`config.mk`:
```
export PLATFORM = sky130hd
export DESIGN_NAME = sstree_eval
export DESIGN_NICKNAME = d
export VERILOG_FILES = /design/src/design/sstree_pkg.sv /design/src/design/sstree_eval.sv
export SDC_FILE = /design/constraint.sdc
export NUM_CORES = 2
export LEC_CHECK = 0
export ABC_CLOCK_PERIOD_IN_PS = 5820
export BUFFER_PORTS_ARGS = -buffer_cell sky130_fd_sc_hd__buf_2
export CAP_MARGIN = 20
export CELL_PAD_IN_SITES_DETAIL_PLACEMENT = 1
export CELL_PAD_IN_SITES_GLOBAL_PLACEMENT = 1
export CORE_UTILIZATION = 40
export DETAILED_ROUTE_END_ITERATION = 12
export GPL_ROUTABILITY_DRIVEN = 0
export HOLD_SLACK_MARGIN = 0.02
export PLACE_DENSITY_LB_ADDON = 0.05
export SLEW_MARGIN = 20
export SYNTH_ARGS = -nofsm -noshare
export SYNTH_HDL_FRONTEND = slang
export SYNTH_SLANG_ARGS = --single-unit
```
`constraint.sdc`:
```
create_clock -name clock -period 5.82 [get_ports clock]
set_clock_uncertainty 0.1 [all_clocks]
set_input_delay 1.164 -clock clock [delete_from_list [all_inputs] [get_ports clock]]
set_output_delay 1.164 -clock clock [all_outputs]
set_load 0.02 [all_outputs]
```
`src/design/sstree_pkg.sv`:
```
package sstree_pkg;

   // Command codes of the request channel.
   localparam logic [1:0] CMD_LOAD  = 2'd0;
   localparam logic [1:0] CMD_START = 2'd1;
   localparam logic [1:0] CMD_NEXT  = 2'd2;

   // Register indexes of the configuration port.
   localparam logic [1:0] CSR_TARGET   = 2'd0;
   localparam logic [1:0] CSR_EXCLUDED = 2'd1;
   localparam logic [1:0] CSR_COUNT    = 2'd2;
   localparam logic [1:0] CSR_START    = 2'd3;

   // Result kinds.
   localparam logic RESULT_SOLUTION = 1'b0;
   localparam logic RESULT_FINISHED = 1'b1;

   localparam int NODE_BITS = 33;
   localparam int SUM_BITS  = 29;
   localparam int CSR_BITS  = 33;

   typedef struct packed {
      logic [1:0]  command;
      logic [4:0]  load_index;
      logic [23:0] item_value;
      logic [28:0] prefix_value;
   } req_type;

   typedef struct packed {
      logic        result_kind;
      logic [32:0] node_id;
      logic [32:0] leaf_count;
   } rsp_type;

endpackage

```
`src/design/sstree_eval.sv`:
```
// Node classifier. Finds the path length of one node, then walks its path bits,
// reading one stored value per cycle, then looks up four prefix sums one per cycle
// and compares the bound interval against the missing amount.
module sstree_eval
   import sstree_pkg::*;
#(
   parameter int MAX_ITEMS  = 32,
   parameter int VALUE_BITS = 24
) (
   input  logic                 clock,
   input  logic                 reset,
   input  logic                 go,
   input  logic [NODE_BITS-1:0] node,
   input  logic [SUM_BITS-1:0]  target_sum,
   input  logic [5:0]           excluded_count,
   input  logic [5:0]           item_count,
   input  logic                 wr_en,
   input  logic [4:0]           wr_index,
   input  logic [23:0]          wr_value,
   input  logic [SUM_BITS-1:0]  wr_prefix,
   output logic                 done,
   output logic [1:0]           kind
);

   localparam int IDX_BITS = (MAX_ITEMS > 1) ? $clog2(MAX_ITEMS) : 1;
   localparam int CNT_BITS = 7;
   localparam logic [1:0] KIND_ACCEPT = 2'd0;
   localparam logic [1:0] KIND_EXPAND = 2'd1;
   localparam logic [1:0] KIND_PRUNE  = 2'd2;

   typedef enum logic [5:0] {
      ST_IDLE  = 6'b000001,
      ST_LEN   = 6'b000010,
      ST_SUM   = 6'b000100,
      ST_PRE   = 6'b001000,
      ST_CMP   = 6'b010000,
      ST_DONE  = 6'b100000
   } state_type;

   logic [VALUE_BITS-1:0] value_mem [MAX_ITEMS];
   logic [SUM_BITS-1:0]   prefix_mem [MAX_ITEMS];
   logic [VALUE_BITS-1:0] value_rd_ff;
   logic [SUM_BITS-1:0]   prefix_rd_ff;
   logic [IDX_BITS-1:0]   value_addr, prefix_addr;

   state_type state_ff, state_in;
   logic [NODE_BITS-1:0] node_ff, node_in;
   logic [CNT_BITS-1:0]  plen_ff, plen_in;      // path length
   logic [CNT_BITS-1:0]  pos_ff, pos_in;        // path position being summed
   logic [CNT_BITS-1:0]  ones_ff, ones_in;
   logic                 rd_pend_ff, rd_pend_in;
   logic                 bit_ff, bit_in;
   logic [SUM_BITS+1:0]  acc_ff, acc_in;
   logic [2:0]           pstep_ff, pstep_in;
   logic [SUM_BITS:0]    pre_ff [4];
   logic [SUM_BITS:0]    pre_in [4];
   logic [1:0]           kind_ff, kind_in;

   logic [CNT_BITS-1:0] n_eff, k_ext, o_cnt, pre_idx;
   logic                pre_zero;
   logic signed [SUM_BITS+2:0] z1, z2, dd;

   // Table memories: one write port, registered read.
   always_ff @(posedge clock) begin
      if (wr_en && ({1'b0, wr_index} < 6'(MAX_ITEMS))) begin
         value_mem[wr_index[IDX_BITS-1:0]]  <= wr_value[VALUE_BITS-1:0];
         prefix_mem[wr_index[IDX_BITS-1:0]] <= wr_prefix;
      end
      value_rd_ff  <= value_mem[value_addr];
      prefix_rd_ff <= prefix_mem[prefix_addr];
   end

   assign n_eff = (item_count > 6'(MAX_ITEMS)) ? CNT_BITS'(MAX_ITEMS) : {1'b0, item_count};
   assign k_ext = {1'b0, excluded_count};
   assign o_cnt = n_eff - k_ext - ones_ff;
   assign value_addr = pos_ff[IDX_BITS-1:0];

   // Prefix index for each of the four lookups: p+o, p, n, n-o.
   always_comb begin
      case (pstep_ff)
         3'd0:    pre_idx = plen_ff + o_cnt;
         3'd1:    pre_idx = plen_ff;
         3'd2:    pre_idx = n_eff;
         default: pre_idx = n_eff - o_cnt;
      endcase
   end
   assign pre_zero = (pre_idx == '0) || (pre_idx > CNT_BITS'(MAX_ITEMS));
   assign prefix_addr = IDX_BITS'(pre_idx - 1'b1);

   assign z1 = $signed({2'b0, pre_ff[0]}) - $signed({2'b0, pre_ff[1]});
   assign z2 = $signed({2'b0, pre_ff[2]}) - $signed({2'b0, pre_ff[3]});
   assign dd = $signed({3'b0, target_sum}) - $signed({1'b0, acc_ff});

   always_comb begin
      state_in   = state_ff;
      node_in    = node_ff;
      plen_in    = plen_ff;
      pos_in     = pos_ff;
      ones_in    = ones_ff;
      rd_pend_in = 1'b0;
      bit_in     = bit_ff;
      acc_in     = acc_ff;
      pstep_in   = pstep_ff;
      pre_in     = pre_ff;
      kind_in    = kind_ff;
      unique case (state_ff)
         ST_IDLE: begin
            if (go) begin
               node_in  = node;
               plen_in  = '0;
               pos_in   = '0;
               ones_in  = '0;
               acc_in   = '0;
               pstep_in = '0;
               state_in = ST_LEN;
            end
         end
         // Path length: one shift step per cycle down to the leading one.
         ST_LEN: begin
            if (node_ff[NODE_BITS-1:1] == '0 || plen_ff > n_eff) begin
               if (plen_ff > n_eff) begin
                  kind_in  = KIND_PRUNE;
                  state_in = ST_DONE;
               end else begin
                  node_in  = node;
                  state_in = ST_SUM;
               end
            end else begin
               node_in = node_ff >> 1;
               plen_in = plen_ff + 1'b1;
            end
         end
         // Sum the chosen values, one memory read per path bit.
         ST_SUM: begin
            if (rd_pend_ff && bit_ff) begin
               acc_in  = acc_ff + (SUM_BITS+2)'(value_rd_ff);
               ones_in = ones_ff + 1'b1;
            end
            if (pos_ff < plen_ff) begin
               bit_in     = node_ff[6'(plen_ff - pos_ff - 1'b1)];
               pos_in     = pos_ff + 1'b1;
               rd_pend_in = 1'b1;
            end else if (!rd_pend_ff) begin
               state_in = ST_PRE;
            end
         end
         ST_PRE: begin
            if ((plen_ff - ones_ff) > k_ext || (ones_ff + k_ext) > n_eff) begin
               kind_in  = KIND_PRUNE;
               state_in = ST_DONE;
            end else begin
               if (rd_pend_ff) begin
                  pre_in[2'(pstep_ff - 1'b1)] = bit_ff ? '0 : {1'b0, prefix_rd_ff};
               end
               if (pstep_ff < 3'd4) begin
                  bit_in     = pre_zero;
                  rd_pend_in = 1'b1;
                  pstep_in   = pstep_ff + 1'b1;
               end else if (!rd_pend_ff) begin
                  state_in = ST_CMP;
               end
            end
         end
         ST_CMP: begin
            if (z1 == 0 && dd == 0 && z2 == 0) kind_in = KIND_ACCEPT;
            else if (z1 <= dd && dd <= z2)     kind_in = KIND_EXPAND;
            else                               kind_in = KIND_PRUNE;
            state_in = ST_DONE;
         end
         ST_DONE: state_in = ST_IDLE;
         default: state_in = ST_IDLE;
      endcase
   end

   always_ff @(posedge clock) begin
      if (reset) begin
         state_ff   <= ST_IDLE;
         rd_pend_ff <= 1'b0;
      end else begin
         state_ff   <= state_in;
         rd_pend_ff <= rd_pend_in;
      end
      node_ff  <= node_in;
      plen_ff  <= plen_in;
      pos_ff   <= pos_in;
      ones_ff  <= ones_in;
      bit_ff   <= bit_in;
      acc_ff   <= acc_in;
      pstep_ff <= pstep_in;
      pre_ff   <= pre_in;
      kind_ff  <= kind_in;
   end

   assign done = (state_ff == ST_DONE);
   assign kind = kind_ff;

endmodule

```
## After elaboration in Yosys (flattened, before gate mapping)

Memory sizes are Yosys's and may differ from the RTL's. A register that Yosys moved wholly into a read port is not among the register bits.
Cells that the tools add are included.

- Flip-flop bits (word level): 218
- RAM bits: 1696
- Output and inout port bits: 3
- Logic and storage cells: 149
- Memories kept: 2

- Add/subtract/negate cells: 18
- Order comparisons: 12
- Equality and inequality tests: 22
- Multiplexer cells: 51
- Bitwise gates (word level): 2
- Reductions and logical operators: 28

Memories:

| memory | words | width | read ports | clocked after Yosys merged registers in | write ports | RTL line | source |
|---|---|---|---|---|---|---|---|
| prefix_mem | 32 | 29 | 1 | 1 | 1 | sstree_eval.sv:41 | `logic [SUM_BITS-1:0] prefix_mem [MAX_ITEMS];` |
| value_mem | 32 | 24 | 1 | 1 | 1 | sstree_eval.sv:40 | `logic [VALUE_BITS-1:0] value_mem [MAX_ITEMS];` |

Operators by type and width:

| cell | number |
|---|---|
| logical NOT 32 bit | 4 |
| bitwise mux 120 bit | 1 |
| two-way mux 33 bit | 3 |
| case mux 33 bit (2 select lines) | 1 |
| two-way mux 31 bit | 2 |
| case mux 31 bit (2 select lines) | 1 |
| subtractor 30 x 30 -> 31 bit | 2 |
| demux 30 bit (select 2 bit) | 1 |
| two-way mux 6 bit | 9 |
| case mux 7 bit (2 select lines) | 3 |
| <= comparator 31 x 32 -> 1 bit | 1 |
| <= comparator 32 x 31 -> 1 bit | 1 |
| subtractor 29 x 31 -> 32 bit | 1 |
| adder 31 x 24 -> 31 bit | 1 |
| two-way mux 30 bit | 1 |
| case mux 6 bit (5 select lines) | 1 |
| two-way mux 29 bit | 1 |
| two-way mux 7 bit | 4 |
| inequality test 2 bit, second input constant | 11 |
| adder 7 x 1 -> 7 bit, second input constant | 3 |
| greater-than comparator 7 x 6 -> 1 bit | 3 |
| case mux 7 bit (3 select lines) | 1 |
| AND reduction 3 bit | 5 |
| subtractor 7 bit | 2 |
| 42 further kinds | 70 |

## Logic depth before layout (Yosys ltp)

- Word-level depth: 11
- Mapped depth: 22
- Mapped depth without buffers: 22

## Worst setup path before layout

OpenSTA, ideal clock, no wires.

- Path kind: input-to-reg
- Start point: in item_count[0]
- End point: reg prefix_rd_ff[18] (read register of prefix_mem)
- Arrival: 6.007 ns
- Data required time: 5.599 ns
- Slack: -0.408 ns
- Stages on the path: 18
- Cells stage by stage: nor2b_1 > inv_1 > fa_1 > inv_1 > ha_1 > a222oi_1 > nor2_1 > a21oi_1 > clkbuf_1 > buf_2 > buf_1 > ha_1 > nand3_1 > xor2_1 > buf_1 > buf_2 > mux4_2 > mux2_2

- Cells in the longest elaborated chain, start to end: 7
- Elaborated cells on any way between the ends: 8
- Classes of those cells: 5 x add/sub; 1 x order compare; 2 x mux

Ends and longest elaborated chain:

| element | RTL line | source |
|---|---|---|
| start, declared | sstree_eval.sv:16 | `input logic [5:0] item_count,` |
| greater-than comparator 6 bit | sstree_eval.sv:73 | `assign n_eff = (item_count > 6'(MAX_ITEMS)) ? CNT_BITS'(MAX_ITEMS) : {1'b0, item_count};` |
| two-way mux 6 bit (*) | sstree_eval.sv:73 |  |
| subtractor 6 x 6 -> 7 bit | sstree_eval.sv:75 | `assign o_cnt = n_eff - k_ext - ones_ff;` |
| subtractor 7 bit | sstree_eval.sv:75 |  |
| subtractor 6 x 7 -> 7 bit or adder 7 bit (tied branches) | sstree_eval.sv:84, sstree_eval.sv:81 |  |
| case mux 7 bit (3 select lines) (*) | sstree_eval.sv:80 | `case (pstep_ff)` |
| subtractor 5 x 1 -> 5 bit (*) | sstree_eval.sv:88 | `assign prefix_addr = IDX_BITS'(pre_idx - 1'b1);` |
| end, declared | sstree_eval.sv:43 | `logic [SUM_BITS-1:0] prefix_rd_ff;` |

Mark *: on every way between the ends. The rest lies on a longest branch, timed or not.
A chain may end at the register's enable or synchronous reset.

## Worst setup path after layout

- Start point: reg pre_ff[60] in the netlist's numbering
- End point: reg kind_ff[1], in the netlist kind[1] (data pin)

- Cells in the longest elaborated chain, start to end: 6
- Elaborated cells on any way between the ends: 9
- Classes of those cells: 1 x add/sub; 1 x order compare; 3 x mux; 4 x reduce/logical

Ends and longest elaborated chain:

| element | RTL line | source |
|---|---|---|
| start, declared | sstree_eval.sv:55 | `logic [SUM_BITS:0] pre_ff [4];` |
| start signal, assigned | sstree_eval.sv:190 | `pre_ff <= pre_in;` |
| subtractor 30 x 30 -> 31 bit (*) | sstree_eval.sv:90 | `assign z1 = $signed({2'b0, pre_ff[0]}) - $signed({2'b0, pre_ff[1]});` |
| <= comparator 31 x 32 -> 1 bit or logical NOT 32 bit (tied branches) | sstree_eval.sv:166, sstree_eval.sv:165 |  |
| logical AND 1 bit (on tied branches) | sstree_eval.sv:166, sstree_eval.sv:165 |  |
| two-way mux 2 bit or logical AND 1 bit (tied branches) | sstree_eval.sv:166, sstree_eval.sv:165 |  |
| two-way mux 2 bit (*) | sstree_eval.sv:165 | `if (z1 == 0 && dd == 0 && z2 == 0) kind_in = KIND_ACCEPT;` |
| case mux 2 bit (3 select lines) (*) | sstree_eval.sv:106 | `unique case (state_ff)` |
| end signal, assigned | sstree_eval.sv:191 | `kind_ff <= kind_in;` |
| end, declared | sstree_eval.sv:57 | `logic [1:0] kind_ff, kind_in;` |

Marks and branches as above.

==> flow_metrics.env <==
export IMPL_htreeDepth=4
export IMPL_drtIter0Drc=3986
export IMPL_crit_type="register to register"
export IMPL_wire_per_inst_um=29.82
export IMPL_startpoint_type="register"
export IMPL_synth_flop_cell="edfxtp_1"
export IMPL_die_h_um=460.0
export IMPL_endpoint_kind="register"
export IMPL_dr_pass1_iters=5
export IMPL_synth_yosys_seq_area_share_pct=69.54
export IMPL_rsz0062_at_grt="no"
export IMPL_synth_area_leaders="edfxtp_1, mux4_2, ha_1, dfxtp_1, inv_1"
export IMPL_fin_crit_sh_pct=93.93
export IMPL_layout_min_cycle_time_ns=5.467
export IMPL_port_buffers=138
export IMPL_synth_cells=4502
export IMPL_cts_root_buf="clkbuf_16"
export IMPL_status="finished clean"
export IMPL_antenna_found_initial=26
export IMPL_dpl_hpwl_mm=145.5
export IMPL_remaining_drc_errors=0
export IMPL_gr_total_overflow=0
export IMPL_drive_gt1_share_pct=27.25
export IMPL_slew_limit_headroom_pct=24.43
export IMPL_final_util_pct=46.92
export IMPL_drv_slew=0
export IMPL_coreArea_um2=207700
export IMPL_cpMostUsedCell="a21o_1"
export IMPL_avgSynthCellArea_um2=18.64
export IMPL_syn_num_nets=4901
export IMPL_clock_sinks=1963
export IMPL_ys_ff_latch=1963
export IMPL_leakage_nw=33.05
export IMPL_clk_pin_slew_ns=0.06
export IMPL_cpMaxStageDelayCell="a21oi_1"
export IMPL_synth_common_cells="edfxtp_1, mux4_2, ha_1"
export IMPL_cts_hold_buf=0
export IMPL_dieArea_um2=211600
export IMPL_min_path_type="register to register"
export IMPL_power_density_nw_per_um2=405.9
export IMPL_finalHoldViolations=0
export IMPL_grt_pass1_wl_mm=340.3
export IMPL_routed_via_density=5.577
export IMPL_areaGrowthSynthToFinish_pct=16.14
export IMPL_die_width_um=460.0
export IMPL_num_vias=44360
export IMPL_numCtsBuffers=209
export IMPL_grt_max_degree=97
export IMPL_cts_buffer_depth=3
export IMPL_timing_final_ws_setup_ns=0.3532
export IMPL_nets=5382
export IMPL_tightest_slew_ns=1.131
export IMPL_fmax_mhz=182.9
export IMPL_crit_chain="ha_1 > fa_1 > nor2b_1 > o31a_1 > o2111ai_1 > a21oi_1 > o32ai_1 > xnor2_2 > ha_1 > a21o_1 > a21o_1 > a21o_1 > a221oi_1 > o21ai_0 > a211oi_1 > o21ai_0 > mux2_2 > a211o_1 > o21a_1"
export IMPL_cts_tree="built"
export IMPL_fin_cells=7954
export IMPL_clk_latency_ns=0.85
export IMPL_worst_ir_drop_vdd_mv=0.4400
export IMPL_max_cap_violations=0
export IMPL_grt_pass1_vias=47120
export IMPL_power_mw=39.55
export IMPL_wl_mm=237.2
export IMPL_yosysTopAreaCell="edfxtp_1"
export IMPL_critPathArrivalTime_ns=5.94
export IMPL_yosys_area_top_type_share_pct=68.11
export IMPL_io_pins=139
export IMPL_place_inst=7560
export IMPL_synth_distinct_cells=95
export IMPL_start_util_pct=40.40
export IMPL_cp_max_fo=4
export IMPL_setup_viol=0
export IMPL_synth_area_um2=83900
export IMPL_synth_edf_count=1903
export IMPL_yosys_warnings=0
export IMPL_max_stage_delay_ns=0.42
export IMPL_rows=167
export IMPL_worstPathRequired_ns=6.29
export IMPL_track_usage_pct=22.65
export IMPL_async_reset_ff_share_pct=0
export IMPL_pre_cts_slack_ns=-0.2939
export IMPL_drtAntennaViolNets=0
export IMPL_synth_most_common_cell="edfxtp_1"
-- through the flow --
| stage | TNS [ns] | area (um^2) | hold WS (ns) |
|---|---|---|---|
| after floorplan | 0 | 83910 | 0.4136 |
| after global routing | 0 | 97440 | 0.4774 |
| after global placement | -0.6678 | 90750 | 0.4435 |
| after CTS | 0 | 97400 | 0.4392 |
| after detailed placement | -0.7478 | 90750 | 0.4750 |
| final | 0 | 97440 | 0.4787 |
-- layer usage --
metal | wire (um) | up-vias | GRT usage [%] | part of all wire (%)
met4 | 4128 | 12 | 4.734 | 1.7
met3 | 11530 | 253 | 3.434 | 4.9
met2 | 114500 | 1004 | 36.90 | 48
met5 | 69 | - | 0 | 0.029
li1 | - | 19220 | - | -
met1 | 106900 | 23870 | 32.25 | 45
-- final cells by class --
type	instances	area (um^2)
clock buffer	300	5878
sequential	1963	58350
clock inverter	91	770.7
fill	19490	110300
tap	2788	3488
inverter	221	832.0
timing repair buffer	437	3686
antenna	3	7.507
multi-input combinational	2151	24440
-- path summary, 6_finish.rpt --
check	from	endpoint	slack, ns	depth (start not counted)
hold / removal	state_ff[3]$_SDFFE_PP0P_	state_ff[3]$_SDFFE_PP0P_	0.48	2
setup / recovery	pre_ff[60]$_DFFE_PP_	kind[1]$_SDFFCE_PN1P_	0.35	19
hold reg to reg	state_ff[3]$_SDFFE_PP0P_	state_ff[3]$_SDFFE_PP0P_	0.48	2
setup reg to reg	pre_ff[60]$_DFFE_PP_	kind[1]$_SDFFCE_PN1P_	0.35	19
-- repair_timing --
action                     4_1_cts  5_1_grt
setup buffers                    0        0
resized for setup                0        7
hold endpoints to repair         0        0
setup endpoints to repair        0        2
-- critical path, delay by kind of cell, from the launching register on --
kind                     cells  cell delay (ns)
AND/OR/NAND/NOR              1             0.22
flip-flops                   1             0.41
AO/OA/AOI/OAI               13             2.83
adder cells (fa/ha/maj)      3             0.97
XOR/XNOR                     1             0.35
multiplexers                 1             0.30
-- layout by cell type (no fill, tap or decap), types with 22 or more instances in the layout --
cell / count
nor2_1: 119
edfxtp_1: 1903
mux2_2: 65
ha_1: 247
buf_12: 60
buf_2: 138
clkinv_2: 24
nor3_1: 39
o21ai_0: 72
nor2_4: 32
a21oi_1: 146
clkbuf_1: 66
xor2_1: 51
nor4_1: 22
buf_4: 239
nor2b_1: 65
nand3_1: 34
dfxtp_1: 60
clkbuf_16: 214
nand2_1: 176
o21a_1: 34
xnor2_1: 81
o21bai_1: 23
inv_1: 219
nand4_1: 34
mux4_2: 540
a21o_1: 66
clkinv_1: 42
-- registers in the layout, indices dropped and copies added (netlist names), 3 cells and up --
signal / flops
prefix_mem: 928
prefix_rd_ff: 29
node_ff: 33
pre_ff: 116
acc_ff: 31
ones_ff: 7
plen_ff: 7
pos_ff: 7
value_rd_ff: 24
value_mem: 768
state_ff: 6
pstep_ff: 3
-- power by group --
| part | internal, mW | total, mW | switching (mW) |
|---|---|---|---|
| logic | 5.26 | 10.3 | 5.00 |
| clock network | 7.44 | 12.9 | 5.47 |
| registers | 16.0 | 16.4 | 0.397 |
-- logic make-up (layout without fill, tap and decap cells) --
logic type               after synthesis  count (layout)  synth area share [%]
AO/OA/AOI/OAI                        477             477                 3.737
XOR/XNOR                             137             137                 1.439
adder cells (fa/ha/maj)              263             263                 4.056
buffers and inverters                388            1049                 1.779
flip-flops                          1963            1963                 69.54
multiplexers                         608             608                 15.40
other                                  0               3                     0
AND/OR/NAND/NOR                      666             666                 4.047
Power figures use the tool's default switching activity.
